--- config.mk ---
export PLATFORM = sky130hd
export DESIGN_NAME = touch_swipe_gesture_detector
export DESIGN_NICKNAME = d
export VERILOG_FILES = /design/src/tsgd_pkg.sv /design/src/tsgd_queue.sv /design/src/tsgd_front.sv /design/src/tsgd_back.sv /design/src/touch_swipe_gesture_detector.sv
export SDC_FILE = /design/constraint.sdc
export NUM_CORES = 1
export LEC_CHECK = 0
export ABC_CLOCK_PERIOD_IN_PS = 8200
export BUFFER_PORTS_ARGS = -buffer_cell sky130_fd_sc_hd__buf_2
export CORE_MARGIN = 2
export CORE_UTILIZATION = 60
export CTS_CLUSTER_DIAMETER = 40
export CTS_CLUSTER_SIZE = 16
export DETAILED_ROUTE_END_ITERATION = 10
export PLACE_DENSITY = 0.78
export SLEW_MARGIN = 20
export SYNTH_ARGS = -nofsm -noshare
export SYNTH_HDL_FRONTEND = slang
export SYNTH_SLANG_ARGS = --single-unit
--- constraint.sdc ---
create_clock -name clk -period 8.2 [get_ports clk]
set_input_delay 1.64 -clock clk [delete_from_list [all_inputs] [get_ports clk]]
set_output_delay 1.64 -clock clk [all_outputs]
set_load 0.005 [all_outputs]
--- src/tsgd_pkg.sv ---
package tsgd_pkg;

  localparam int COORD_W = 12;

  // Raw event codes on the action port
  localparam logic [2:0] ACT_PRESS   = 3'd0;
  localparam logic [2:0] ACT_RELEASE = 3'd1;
  localparam logic [2:0] ACT_X       = 3'd2;
  localparam logic [2:0] ACT_Y       = 3'd3;

  // Gesture codes on the result
  localparam logic [2:0] GEST_NONE  = 3'd0;
  localparam logic [2:0] GEST_LEFT  = 3'd1;
  localparam logic [2:0] GEST_RIGHT = 3'd2;
  localparam logic [2:0] GEST_UP    = 3'd3;
  localparam logic [2:0] GEST_DOWN  = 3'd4;

  // Largest scaled coordinates
  localparam logic [COORD_W-1:0] MAX_X = 12'd3199;
  localparam logic [COORD_W-1:0] MAX_Y = 12'd3276;

  typedef enum logic [1:0] {
    KIND_PRESS,
    KIND_RELEASE,
    KIND_X,
    KIND_Y
  } kind_t;

  typedef struct packed {
    kind_t              kind;
    logic [COORD_W-1:0] value;
  } cmd_t;

endpackage

--- src/tsgd_queue.sv ---
module tsgd_queue import tsgd_pkg::*; #(
  parameter int DEPTH = 2
) (
  input  logic clk,
  input  logic rst,
  input  logic push,
  input  cmd_t push_cmd,
  output logic full,
  input  logic pop,
  output logic head_valid,
  output cmd_t head_cmd
);

  localparam int PTR_W = (DEPTH > 1) ? $clog2(DEPTH) : 1;
  localparam int CNT_W = $clog2(DEPTH + 1);
  localparam logic [PTR_W-1:0] LAST = PTR_W'(DEPTH - 1);
  localparam logic [CNT_W-1:0] FULL_CNT = CNT_W'(DEPTH);

  cmd_t               entries [DEPTH];
  logic [PTR_W-1:0]   wr_ptr;
  logic [PTR_W-1:0]   rd_ptr;
  logic [CNT_W-1:0]   count;
  logic               do_push;
  logic               do_pop;

  assign full       = (count == FULL_CNT);
  assign head_valid = (count != '0);
  assign head_cmd   = entries[rd_ptr];
  assign do_push    = push && !full;
  assign do_pop     = pop && head_valid;

  always_ff @(posedge clk) begin
    if (rst) begin
      wr_ptr <= '0;
      rd_ptr <= '0;
      count  <= '0;
    end else begin
      if (do_push) begin
        wr_ptr <= (wr_ptr == LAST) ? '0 : wr_ptr + 1'b1;
      end
      if (do_pop) begin
        rd_ptr <= (rd_ptr == LAST) ? '0 : rd_ptr + 1'b1;
      end
      if (do_push && !do_pop) begin
        count <= count + 1'b1;
      end else if (do_pop && !do_push) begin
        count <= count - 1'b1;
      end
    end
  end

  always_ff @(posedge clk) begin
    if (do_push) begin
      entries[wr_ptr] <= push_cmd;
    end
  end

endmodule

--- src/tsgd_front.sv ---
module tsgd_front import tsgd_pkg::*; (
  input  logic               evt_valid,
  output logic               evt_stall,
  input  logic [2:0]         action,
  input  logic [COORD_W-1:0] raw_value,
  input  logic               full,
  output logic               push,
  output cmd_t               push_cmd
);

  logic [16:0] prod_x;
  logic [13:0] quad_y;
  logic [29:0] prod_y;
  logic        keep;

  // x * 800 / 1024 = x * 25 / 32
  assign prod_x = 17'(raw_value) * 17'd25;
  // y * 480 / 600 = 4y / 5; divide by 5 through the reciprocal 52429 / 2^18
  assign quad_y = {raw_value, 2'b00};
  assign prod_y = 30'(quad_y) * 30'd52429;

  always_comb begin
    keep           = 1'b1;
    push_cmd.kind  = KIND_PRESS;
    push_cmd.value = prod_x[16:5];
    case (action)
      ACT_PRESS:   push_cmd.kind = KIND_PRESS;
      ACT_RELEASE: push_cmd.kind = KIND_RELEASE;
      ACT_X:       push_cmd.kind = KIND_X;
      ACT_Y: begin
        push_cmd.kind  = KIND_Y;
        push_cmd.value = prod_y[29:18];
      end
      default:     keep = 1'b0;
    endcase
  end

  assign evt_stall = full;
  assign push      = evt_valid && !full && keep;

endmodule

--- src/tsgd_back.sv ---
module tsgd_back import tsgd_pkg::*; (
  input  logic               clk,
  input  logic               rst,
  input  logic               head_valid,
  input  cmd_t               head_cmd,
  output logic               pop,
  output logic               res_valid,
  input  logic               res_stall,
  output logic [2:0]         gesture,
  output logic [COORD_W-1:0] end_x,
  output logic [COORD_W-1:0] end_y
);

  logic [COORD_W-1:0] start_x;
  logic [COORD_W-1:0] start_y;
  logic [COORD_W-1:0] last_x;
  logic [COORD_W-1:0] last_y;
  logic               have_x;
  logic               have_y;
  logic [COORD_W-1:0] dx;
  logic [COORD_W-1:0] dy;
  logic [2:0]         gesture_next;
  logic               out_free;
  logic               is_release;
  logic               load;

  assign dx = (start_x > last_x) ? start_x - last_x : last_x - start_x;
  assign dy = (start_y > last_y) ? start_y - last_y : last_y - start_y;

  always_comb begin
    gesture_next = GEST_NONE;
    if (dx > dy) begin
      gesture_next = (start_x > last_x) ? GEST_LEFT : GEST_RIGHT;
    end else if (dy > dx) begin
      gesture_next = (start_y > last_y) ? GEST_UP : GEST_DOWN;
    end
  end

  assign out_free   = !res_valid || !res_stall;
  assign is_release = (head_cmd.kind == KIND_RELEASE);
  assign pop        = head_valid && (!is_release || out_free);
  assign load       = pop && is_release;

  always_ff @(posedge clk) begin
    if (rst) begin
      start_x <= '0;
      start_y <= '0;
      last_x  <= '0;
      last_y  <= '0;
      have_x  <= 1'b0;
      have_y  <= 1'b0;
    end else if (pop) begin
      case (head_cmd.kind)
        KIND_PRESS: begin
          have_x <= 1'b0;
          have_y <= 1'b0;
        end
        KIND_RELEASE: begin
          start_x <= '0;
          start_y <= '0;
          last_x  <= '0;
          last_y  <= '0;
          have_x  <= 1'b0;
          have_y  <= 1'b0;
        end
        KIND_X: begin
          if (!have_x || !have_y) begin
            start_x <= head_cmd.value;
            have_x  <= 1'b1;
          end
          last_x <= head_cmd.value;
        end
        KIND_Y: begin
          if (!have_x || !have_y) begin
            start_y <= head_cmd.value;
            have_y  <= 1'b1;
          end
          last_y <= head_cmd.value;
        end
        default: begin
        end
      endcase
    end
  end

  always_ff @(posedge clk) begin
    if (rst) begin
      res_valid <= 1'b0;
    end else if (load) begin
      res_valid <= 1'b1;
    end else if (!res_stall) begin
      res_valid <= 1'b0;
    end
  end

  always_ff @(posedge clk) begin
    if (load) begin
      gesture <= gesture_next;
      end_x   <= last_x;
      end_y   <= last_y;
    end
  end

endmodule

--- src/touch_swipe_gesture_detector.sv ---
// Result path: an accepted release beat is written into the command queue, then
//   classified from the queue head into the result register.
// Throughput: one event beat per cycle; the front side stalls only when the
//   command queue is full, i.e. while a release waits behind a held result.
// Reset: rst is synchronous, active high; it empties the queue, clears the
//   touch state to zero and drops any pending result.
module touch_swipe_gesture_detector import tsgd_pkg::*; #(
  parameter int QUEUE_DEPTH = 2
) (
  input  logic               clk,
  input  logic               rst,
  input  logic               evt_valid,
  output logic               evt_stall,
  input  logic [2:0]         action,
  input  logic [COORD_W-1:0] raw_value,
  output logic               res_valid,
  input  logic               res_stall,
  output logic [2:0]         gesture,
  output logic [COORD_W-1:0] end_x,
  output logic [COORD_W-1:0] end_y
);

  // Front: decode the action code, scale the raw coordinate, drop
  // unused codes, and push one command per kept beat.
  logic push;
  cmd_t push_cmd;
  logic full;

  // Queue to back: head command and pop handshake.
  logic head_valid;
  cmd_t head_cmd;
  logic pop;

  tsgd_front u_front (
    .evt_valid (evt_valid),
    .evt_stall (evt_stall),
    .action    (action),
    .raw_value (raw_value),
    .full      (full),
    .push      (push),
    .push_cmd  (push_cmd)
  );

  // Short queue that lets the front keep taking beats while a finished
  // result waits in the back's output register.
  tsgd_queue #(
    .DEPTH (QUEUE_DEPTH)
  ) u_queue (
    .clk        (clk),
    .rst        (rst),
    .push       (push),
    .push_cmd   (push_cmd),
    .full       (full),
    .pop        (pop),
    .head_valid (head_valid),
    .head_cmd   (head_cmd)
  );

  // Back: hold the touch state, update it per command, and on a release
  // classify the swipe into the output register and return to reset state.
  tsgd_back u_back (
    .clk        (clk),
    .rst        (rst),
    .head_valid (head_valid),
    .head_cmd   (head_cmd),
    .pop        (pop),
    .res_valid  (res_valid),
    .res_stall  (res_stall),
    .gesture    (gesture),
    .end_x      (end_x),
    .end_y      (end_y)
  );

endmodule

Yosys cells after proc, flatten, opt, wreduce, memory -nomap -nowiden
Memories as Yosys holds them, arrays and structs flattened. A register that Yosys moved wholly into a read port is not among the register bits.
Index checks and enable logic that the tools add are counted.
Widths: inputs -> output; s select.
{ "word_totals": {"n_memories": 1, "mem_bits_rw": 28, "inputBits": 19, "ff_bits": 82} }
{ "classes": {"magnitude_cmp": 4, "multipliers": 2, "mux": 27, "add_sub_neg": 8, "eq_ne": 10, "reduce_logical": 35} }
{ "memory_table": {"columns": ["name", "words", "width", "read_ports", "rd_clocked_by_memory_dff", "write_ports", "line", "text"], "rows": [
  ["u_queue.entries", 2, 14, 1, 1, 1, "tsgd_queue.sv:19", "cmd_t entries [DEPTH];"]
]} }
{ "op_table": {"columns": ["cell", "n"], "rows": [
  ["$pmux 12 s2", 4],
  ["$gt 12x12->1", 4],
  ["$mux 12", 4],
  ["$sub 12x12->12", 4],
  ["$mul 12x16->28 const B", 1],
  ["$mul 12x5->17 const B", 1],
  ["$reduce_and 3->1", 4],
  ["$reduce_bool 2->1", 6],
  ["$mux 1", 10],
  ["$mux 3", 3],
  ["$logic_and 1x1->1", 8],
  ["$logic_not 1->1", 8],
  ["$eq 2x2->1 const B", 3],
  ["$eq 3x2->1 const B", 2],
  ["$mux 2", 3],
  ["$ne 2x1->1 const B", 3],
  ["$pmux 2 s3", 1],
  ["$pmux 1 s2", 2],
  ["$reduce_and 2->1", 2],
  ["$reduce_or 4->1", 1],
  ["$eq 3x1->1 const B", 1],
  ["$logic_not 3->1", 1],
  ["$logic_or 1x1->1", 3],
  ["$add 1x1->1 const B", 2],
  ["5 further kinds", 5]
]} }

Depth between registers and ports, before layout
Gate-level depths: netlist of run 1.
{ "logic_depth": {"word_depth": 9, "ltp_mapped": 19, "mapped_depth_nobuf": 18} }

Hierarchy
A second synthesis of run 1 with hierarchy kept.
{ "unflattened": {"cells_unflattened": 1112, "area_unflattened_um2": 10291.1} }
{ "by_module_without_submodules": {"columns": ["mod", "n_inst", "area_per_inst_um2", "cells_each"], "rows": [
  ["tsgd_back", 1, 5227.5, 585],
  ["tsgd_front", 1, 3839.9, 459],
  ["tsgd_queue", 1, 1223.7, 68]
]} }

Worst setup path before layout of run 1
No wires, ideal clock.
{ "synth_timing": {"path_kind": "input -> register", "startpoint": "input port raw_value[10]", "endpoint": "memory u_queue.entries[0][9] in the netlist's numbering (data pin)", "t_arrival_ps": 5793, "cell_stages": 16, "n_path_buf": 0, "slack_ps": 2134, "required_ps": 7926, "cell_sequence": "inv_1 > ha_1 > fa_1 > fa_1 > inv_1 > fa_1 > inv_1 > fa_1 > inv_1 > ha_1 > and3_1 > a221o_1 > a211oi_1 > o21ai_0 > xnor2_1 > a21oi_1"} }
{ "synth_lines": {"columns": ["element", "line", "text"], "rows": [
  ["from (decl)", "touch_swipe_gesture_detector.sv:15", "input logic [COORD_W-1:0] raw_value,"],
  ["to (decl)", "tsgd_queue.sv:19", null]
]} }

==> flow_summary.json, run 1 <==
{
  "final.setup.tns_ps": 0,
  "hold_slack_ps": 477,
  "grt_first_pass_wirelength_mm": 37.4,
  "detailedPlacementHpwl_mm": 18.1,
  "cts_sinks": 111,
  "starting_density_of_the_core": 0.616,
  "final_critical_path_time_including_i_o_delays_and_setup_ps": 6280,
  "die-width_um": 135,
  "drt_iter0_drc": 545,
  "synth.yosys.seq_area_share": 0.271,
  "drt_drc_violations_left": 0,
  "cell_at_the_root_of_the_clock_tree": "clkbuf_16",
  "ys_top_cells_by_area": "ha_1 (20%), edfxtp_1 (16%), dfxtp_1 (11%)",
  "p_per_area_mw_per_mm2": 377,
  "mappedNetlistNets": 1361,
  "buffer_ports.inserted": 47,
  "clock_skew_ps": 12.9,
  "synth.lib_cells_used.distinct": 69,
  "path_buf_inv": 5,
  "critPathRequiredTime_ps": 8280,
  "route.detailed.wl_per_inst_um": 16.1,
  "holdBufCountCts": 0,
  "maxSlewHeadroom": 0.287,
  "hold_viol_final": 0,
  "synthesis.area_per_instance_um2": 9.08,
  "worst_ep_arrival_time_ps": 6360,
  "final-setup-viol-count": 0,
  "drtPass1Iterations": 5,
  "drt-total-wl_mm": 22.1,
  "power.ir.vdd_worst_mv": 0.258,
  "dieArea_mm2": 0.0181,
  "slowest_cell_delay_on_critical_path_ps": 570,
  "synth_async_sr_flop_share": 0,
  "std_cell_rows": 47,
  "numCtsBuffers": 9,
  "crit_path_cell_trace": "buf_2 > inv_1 > ha_1 > fa_1 > fa_1 > inv_1 > fa_1 > inv_1 > fa_1 > inv_1 > ha_1 > and3_1 > a221o_1 > a211oi_1 > o21ai_0 > xnor2_1 > a21oi_1",
  "register_bit_total_from_synthesis": 111,
  "clock.fmax_ghz": 0.159,
  "clock_latency_ps": 360,
  "cts.path.max_buffers": 2,
  "run_status": "complete, no violations",
  "cts.reportedPaths.clkPinSlew_ps": 70,
  "timing.final.crit_share": 0.766,
  "synth.top_cells.by_count": "inv_1 (187), ha_1 (161), a21oi_1 (97), nor2_1 (96), nand2_1 (66)",
  "cts_htree_levels": 3,
  "globalplace.congestion": 0.915,
  "cell_count_after_synthesis": 1128,
  "ant_nets": 0,
  "core_area_mm2": 0.0166,
  "grt_overflow_total": 0,
  "combined_area_of_all_synthesized_cells_mm2": 0.0102,
  "number_of_flops_mapped_to_enable_cells_by_yosys": 55,
  "largest_net_degree_at_the_start_of_global_routing": 57,
  "cp_max_fo": 7,
  "cpMaxStageDelayCell": "fa_1",
  "timing.final.max_slew_violations": 0,
  "static-leakage-power_nw": 5.00,
  "buffers_inserted_during_post_cts_setup_optimization": 0,
  "antenna-diode-count": 0,
  "die_height_um": 135,
  "synthMostInstantiatedCell": "inv_1",
  "tritoncts": "yes",
  "num-nets-final": 1383,
  "holdCritPathClass": "reg2reg",
  "critPathTopFamily": "adder cells",
  "grt_setup_unrepaired": "false",
  "syn_to_final_growth_pct": 6.25,
  "synth_top_area_share": 0.197,
  "synth.largest_area_cell": "ha_1",
  "grt.total_usage": 0.259,
  "dominantRegCellSynth": "dfxtp_1",
  "setup.worst_path.end_class": "flop",
  "cts_resized": 0,
  "synth-warning-count": 0,
  "first_global_vias": 7564,
  "drive_gt1_frac": 0.0814,
  "cap_violations": 0,
  "worst-setup-path-type": "in2reg",
  "detailroute.via_count": 7774,
  "worst_pin_slew_ps": 1070,
  "antenna_found_initial": 0,
  "cp-start-kind": "input port",
  "via_per_inst": 5.65,
  "io_count": 48
}
==> placed cells by master, fill, tap and decap left out, types with 11 or more instances in the layout <==
cell	count
a21o_1	36
a21oi_1	97
a22oi_1	14
buf_2	47
dfxtp_1	56
edfxtp_1	55
fa_1	53
ha_1	161
inv_1	187
mux2_2	14
mux2i_1	12
nand2_1	66
nand3_1	30
nand4_1	13
nor2_1	96
o211ai_1	11
o21ai_0	37
xnor2_1	28
xor2_1	17
==> registers in the layout (all words and copies together) (netlist names), named ones only <==
signal	count
u_back.gesture	3
u_back.end_x	12
u_back.last_x	12
u_back.have_x	1
u_back.res_valid	1
u_back.last_y	12
u_queue.count	2
u_queue.rd_ptr	1
u_queue.entries	28
u_queue.wr_ptr	1
u_back.start_y	12
u_back.have_y	1
u_back.start_x	12
u_back.end_y	12
==> where the power goes <==
part	total [mW]	switching (mW)	internal (mW)
clock	0.443	0.204	0.239
combinational	2.89	1.73	1.17
sequential	0.767	0.0536	0.713
total	4.10	1.98	2.12
==> final timing paths <==
check / start / endpoint / slack, ps / cells past startpoint
max: raw_value[10] / u_queue.entries[0][9]$_DFFE_PP_ / 1920 / 17
min: u_back.last_y[11]$_SDFFE_PP0P_ / u_back.end_y[11]$_DFFE_PP_ / 480 / 0
max reg2reg: u_back.last_y[1]$_SDFFE_PP0P_ / u_back.gesture[1]$_DFFE_PP_ / 3750 / 16
min reg2reg: u_back.last_y[11]$_SDFFE_PP0P_ / u_back.end_y[11]$_DFFE_PP_ / 480 / 0
==> cell families (layout without fill, tap and decap cells) <==
family	Yosys count	after routing	synth area share
simple gates	246	246	0.110
mux	26	26	0.0271
xor+xnor	45	45	0.0385
flops	111	111	0.271
buf+inv	226	253	0.0870
fa+ha+maj	214	214	0.300
compound gates	260	260	0.166
==> metal layers <==
metal / share of wire / vias up / track usage
li1: - / 3916 / -
met1: 0.48 / 3608 / 0.368
met2: 0.45 / 210 / 0.413
met3: 0.047 / 40 / 0.0387
met4: 0.024 / 0 / 0.0731
met5: 0 / - / 0
==> layout make-up <==
class / instances / area, um^2
clock buffers: 10 / 229
clock inverters: 6 / 67.6
fillers: 1357 / 5760
inverters: 187 / 702
multi-input cells: 791 / 6580
flip-flops and latches: 111 / 2770
well taps: 220 / 275
repair buffers: 50 / 258
==> metrics by stage <==
stage	util	setup slack, ps	power [mW]	instances	cell area, um^2
2_1_floorplan	-	2130	3.01	1128	10200
5_1_grt	0.654	1650	4.50	1375	10900
6_report	0.654	1920	4.10	1375	10900
4_1_cts	0.654	1980	4.09	1375	10900
3_5_place_dp	0.636	1600	3.63	1359	10600
3_3_place_gp	0.636	1640	3.58	1359	10600
==> worst reg2reg max path, cell delays in order, from the launching register on <==
cell	delay, ps
dfxtp_1	420
inv_1	110
fa_1	460
a21o_1	170
a21o_1	210
a21oi_1	300
o211ai_2	390
a311oi_1	340
a31oi_1	90
xnor2_1	300
ha_1	300
a21o_1	180
a21o_1	170
a221oi_1	210
o21ai_0	190
o41a_1	180
a21o_1	200
Note: power is estimated with default switching activity, not from simulation.
==> run 2, diff against run 1 <==
--- a/config.mk
+++ b/config.mk
@@ -5,7 +5,8 @@
 export SDC_FILE = /design/constraint.sdc
 export NUM_CORES = 1
 export LEC_CHECK = 0
-export ABC_CLOCK_PERIOD_IN_PS = 8200
+export ABC_AREA = 1
+export ABC_CLOCK_PERIOD_IN_PS = 6100
 export BUFFER_PORTS_ARGS = -buffer_cell sky130_fd_sc_hd__buf_2
 export CORE_MARGIN = 2
 export CORE_UTILIZATION = 60
==> constraint.sdc (replaced) <==
create_clock -name clk -period 6.1 [get_ports clk]
set_input_delay 1.22 -clock clk [delete_from_list [all_inputs] [get_ports clk]]
set_output_delay 1.22 -clock clk [all_outputs]
set_load 0.005 [all_outputs]
==> run 2 against run 1 <==
Against the previous run: critical endpoint is now u_queue.entries[0][7]$_DFFE_PP_; highest routed layer unchanged; hold slack worse by 19 ps; wire length up 19%; cell area up 7.2%; global-route usage up 1.8 points; clock skew down 0.83 ps.
==> flow_summary.json, run 2 <==
{
  "run_status": "complete, no violations",
  "numCtsBuffers": 9,
  "maxSlewHeadroom": 0.272,
  "cts_resized": 0,
  "grt_setup_unrepaired": "false",
  "min_delay_path_depth": 1,
  "die-width_um": 139,
  "antenna-diode-count": 0,
  "grt.total_usage": 0.277,
  "largest_net_degree_at_the_start_of_global_routing": 35,
  "setup.worst_path.end_class": "flop",
  "ys_top_cells_by_area": "ha_1 (18%), edfxtp_1 (15%), dfxtp_1 (10%)",
  "slowest_cell_delay_on_critical_path_ps": 590,
  "timing.final.max_slew_violations": 0,
  "buffers_inserted_during_post_cts_setup_optimization": 0,
  "register_bit_total_from_synthesis": 111,
  "synthesis.area_per_instance_um2": 7.67,
  "tritoncts": "yes",
  "holdBufCountCts": 0,
  "clock.fmax_ghz": 0.187,
  "synth_area_in_xor_xnor": 0.0287,
  "rr_endpoint": "u_back.gesture[0]$_DFFE_PP_",
  "syn_to_final_growth_pct": 6.26,
  "drt_drc_violations_left": 0,
  "cap_violations": 0,
  "synth.top_cells.by_count": "inv_1 (279), nand2_1 (265), ha_1 (161), a21oi_1 (130), nor2_1 (114)",
  "first_global_vias": 9142,
  "filler_cell_count": 1538,
  "final-setup-viol-count": 0,
  "drt-total-wl_mm": 26.4,
  "r2r_cells": 18,
  "final.setup.tns_ps": 0,
  "hold_viol_final": 0,
  "cts_sinks": 111,
  "drt_iter0_drc": 677,
  "route.detailed.wl_per_inst_um": 15.5,
  "starting_density_of_the_core": 0.611,
  "hold_slack_ps": 458,
  "drive_gt1_frac": 0.0726,
  "post_synth_mux_area_share": 0.0111,
  "synth_async_sr_flop_share": 0,
  "cts.reportedPaths.clkPinSlew_ps": 80,
  "cell_count_after_synthesis": 1432,
  "last_element_of_the_critical_path": "u_queue.entries[0][7]$_DFFE_PP_",
  "detailedPlacementHpwl_mm": 21.9,
  "globalplace.congestion": 0.948,
  "ant_nets": 0,
  "largest_register": "u_queue.entries",
  "crit-reg2reg-launch": "u_back.last_x[2]$_SDFFE_PP0P_",
  "cts.path.max_buffers": 2,
  "synth.largest_area_cell": "ha_1",
  "synth.yosys.seq_area_share": 0.253,
  "critPathRequiredTime_ps": 6190,
  "mappedNetlistNets": 1665,
  "clock_skew_ps": 12.0,
  "core_area_mm2": 0.0180,
  "cell_at_the_root_of_the_clock_tree": "clkbuf_16",
  "synth-warning-count": 0,
  "combined_area_of_all_synthesized_cells_mm2": 0.0110,
  "layout.cells.most_common_list": "inv_1 (278), nand2_1 (265), ha_1 (161)",
  "final_critical_path_time_including_i_o_delays_and_setup_ps": 5350,
  "clock_latency_ps": 350,
  "synth_top_area_share": 0.183,
  "cp-start-kind": "input port",
  "timing.final.crit_share": 0.877,
  "holdCritPathClass": "reg2reg",
  "drtPass1Iterations": 5,
  "detailroute.via_count": 9219,
  "setup.worst_path.start": "raw_value[10]",
  "synth.lib_cells_used.distinct": 48,
  "worst-setup-path-type": "in2reg",
  "worst_pin_slew_ps": 1090,
  "synth-compound-area-share": 0.127,
  "dominantRegCellSynth": "dfxtp_1",
  "die_height_um": 139,
  "grt_first_pass_wirelength_mm": 43.6,
  "synthAdderAreaFrac": 0.280,
  "buffer_ports.inserted": 47,
  "io_count": 48,
  "synth_simple_gate_area_frac": 0.188,
  "cpMaxStageDelayCell": "fa_1",
  "number_of_flops_mapped_to_enable_cells_by_yosys": 55,
  "worst_ep_arrival_time_ps": 5450,
  "dieArea_mm2": 0.0194,
  "hp-start": "u_queue.rd_ptr$_SDFFE_PP0P_",
  "cts_htree_levels": 3,
  "final_common_cell": "inv_1",
  "largest_reg_flops": 28,
  "std_cell_rows": 49,
  "r2r_setup_slk_ps": 2540,
  "antenna_found_initial": 0,
  "cp_max_fo": 4,
  "via_per_inst": 5.42,
  "num-nets-final": 1701,
  "synthMostInstantiatedCell": "inv_1",
  "crit_path_cell_trace": "buf_2 > inv_1 > ha_1 > fa_1 > fa_1 > inv_1 > fa_1 > inv_1 > fa_1 > inv_1 > ha_1 > nand2_1 > o21ai_0 > inv_1 > nand2_1 > nand2_1 > nand3_1 > nand2_1 > nand2_1 > o21bai_1",
  "main_combinational_cell_family_by_area_after_synthesis": "adder cells",
  "grt_overflow_total": 0
}
-- run 2: worst min path at each step --
stage,endpoint
floorplan,u_back.end_x[11]$_DFFE_PP_
global placement,u_back.end_x[11]$_DFFE_PP_
detailed placement,flop
CTS,flop
global route,u_back.end_y[11]$_DFFE_PP_
finish,flop
-- run 2: metrics by stage --
stage               std cells  instance area [um^2]  utilization  worst slack, ps
global placement         1686                 11400        0.633              511
global route             1702                 11700        0.650              455
finish                   1702                 11700        0.650              750
CTS                      1702                 11700        0.650              832
detailed placement       1686                 11400        0.633              464
floorplan                1432                 11000            -              918
-- run 2: critical path: cells and delay by family --
kind / cells / cell delay (ps)
adders and majority gates: 6 / 2780
AOI/OAI and AO/OA: 2 / 440
buffers and inverters: 6 / 430
and+or+nand+nor: 6 / 560
-- run 2: area by class of cell --
cell class	count	area [um^2]	area share
clock buffers	9	225	0.0193
clock inverters	7	73.8	0.00633
inverters	285	1070	0.0921
multi-input cells	1011	6980	0.598
flip-flops and latches	111	2770	0.238
well taps	229	287	0.0246
repair buffers	50	258	0.0221
-- run 2: logic make-up after synthesis --
family / after synthesis
mux: 12
compound gates: 258
xor+xnor: 36
buf+inv: 310
simple gates: 491
flops: 111
fa+ha+maj: 214
-- run 2: routing by layer --
metal  global-route usage  share of wire  wire length (um)
met5                    0              0                 0
met4               0.0968          0.032               836
met3               0.0286          0.037               963
met2                0.512           0.51             13400
met1                0.333           0.42             11200
Power of run 2 is left out: the tool's default activity adds up to more than one toggle a clock period on the data nets, which glitch-free logic cannot reach.
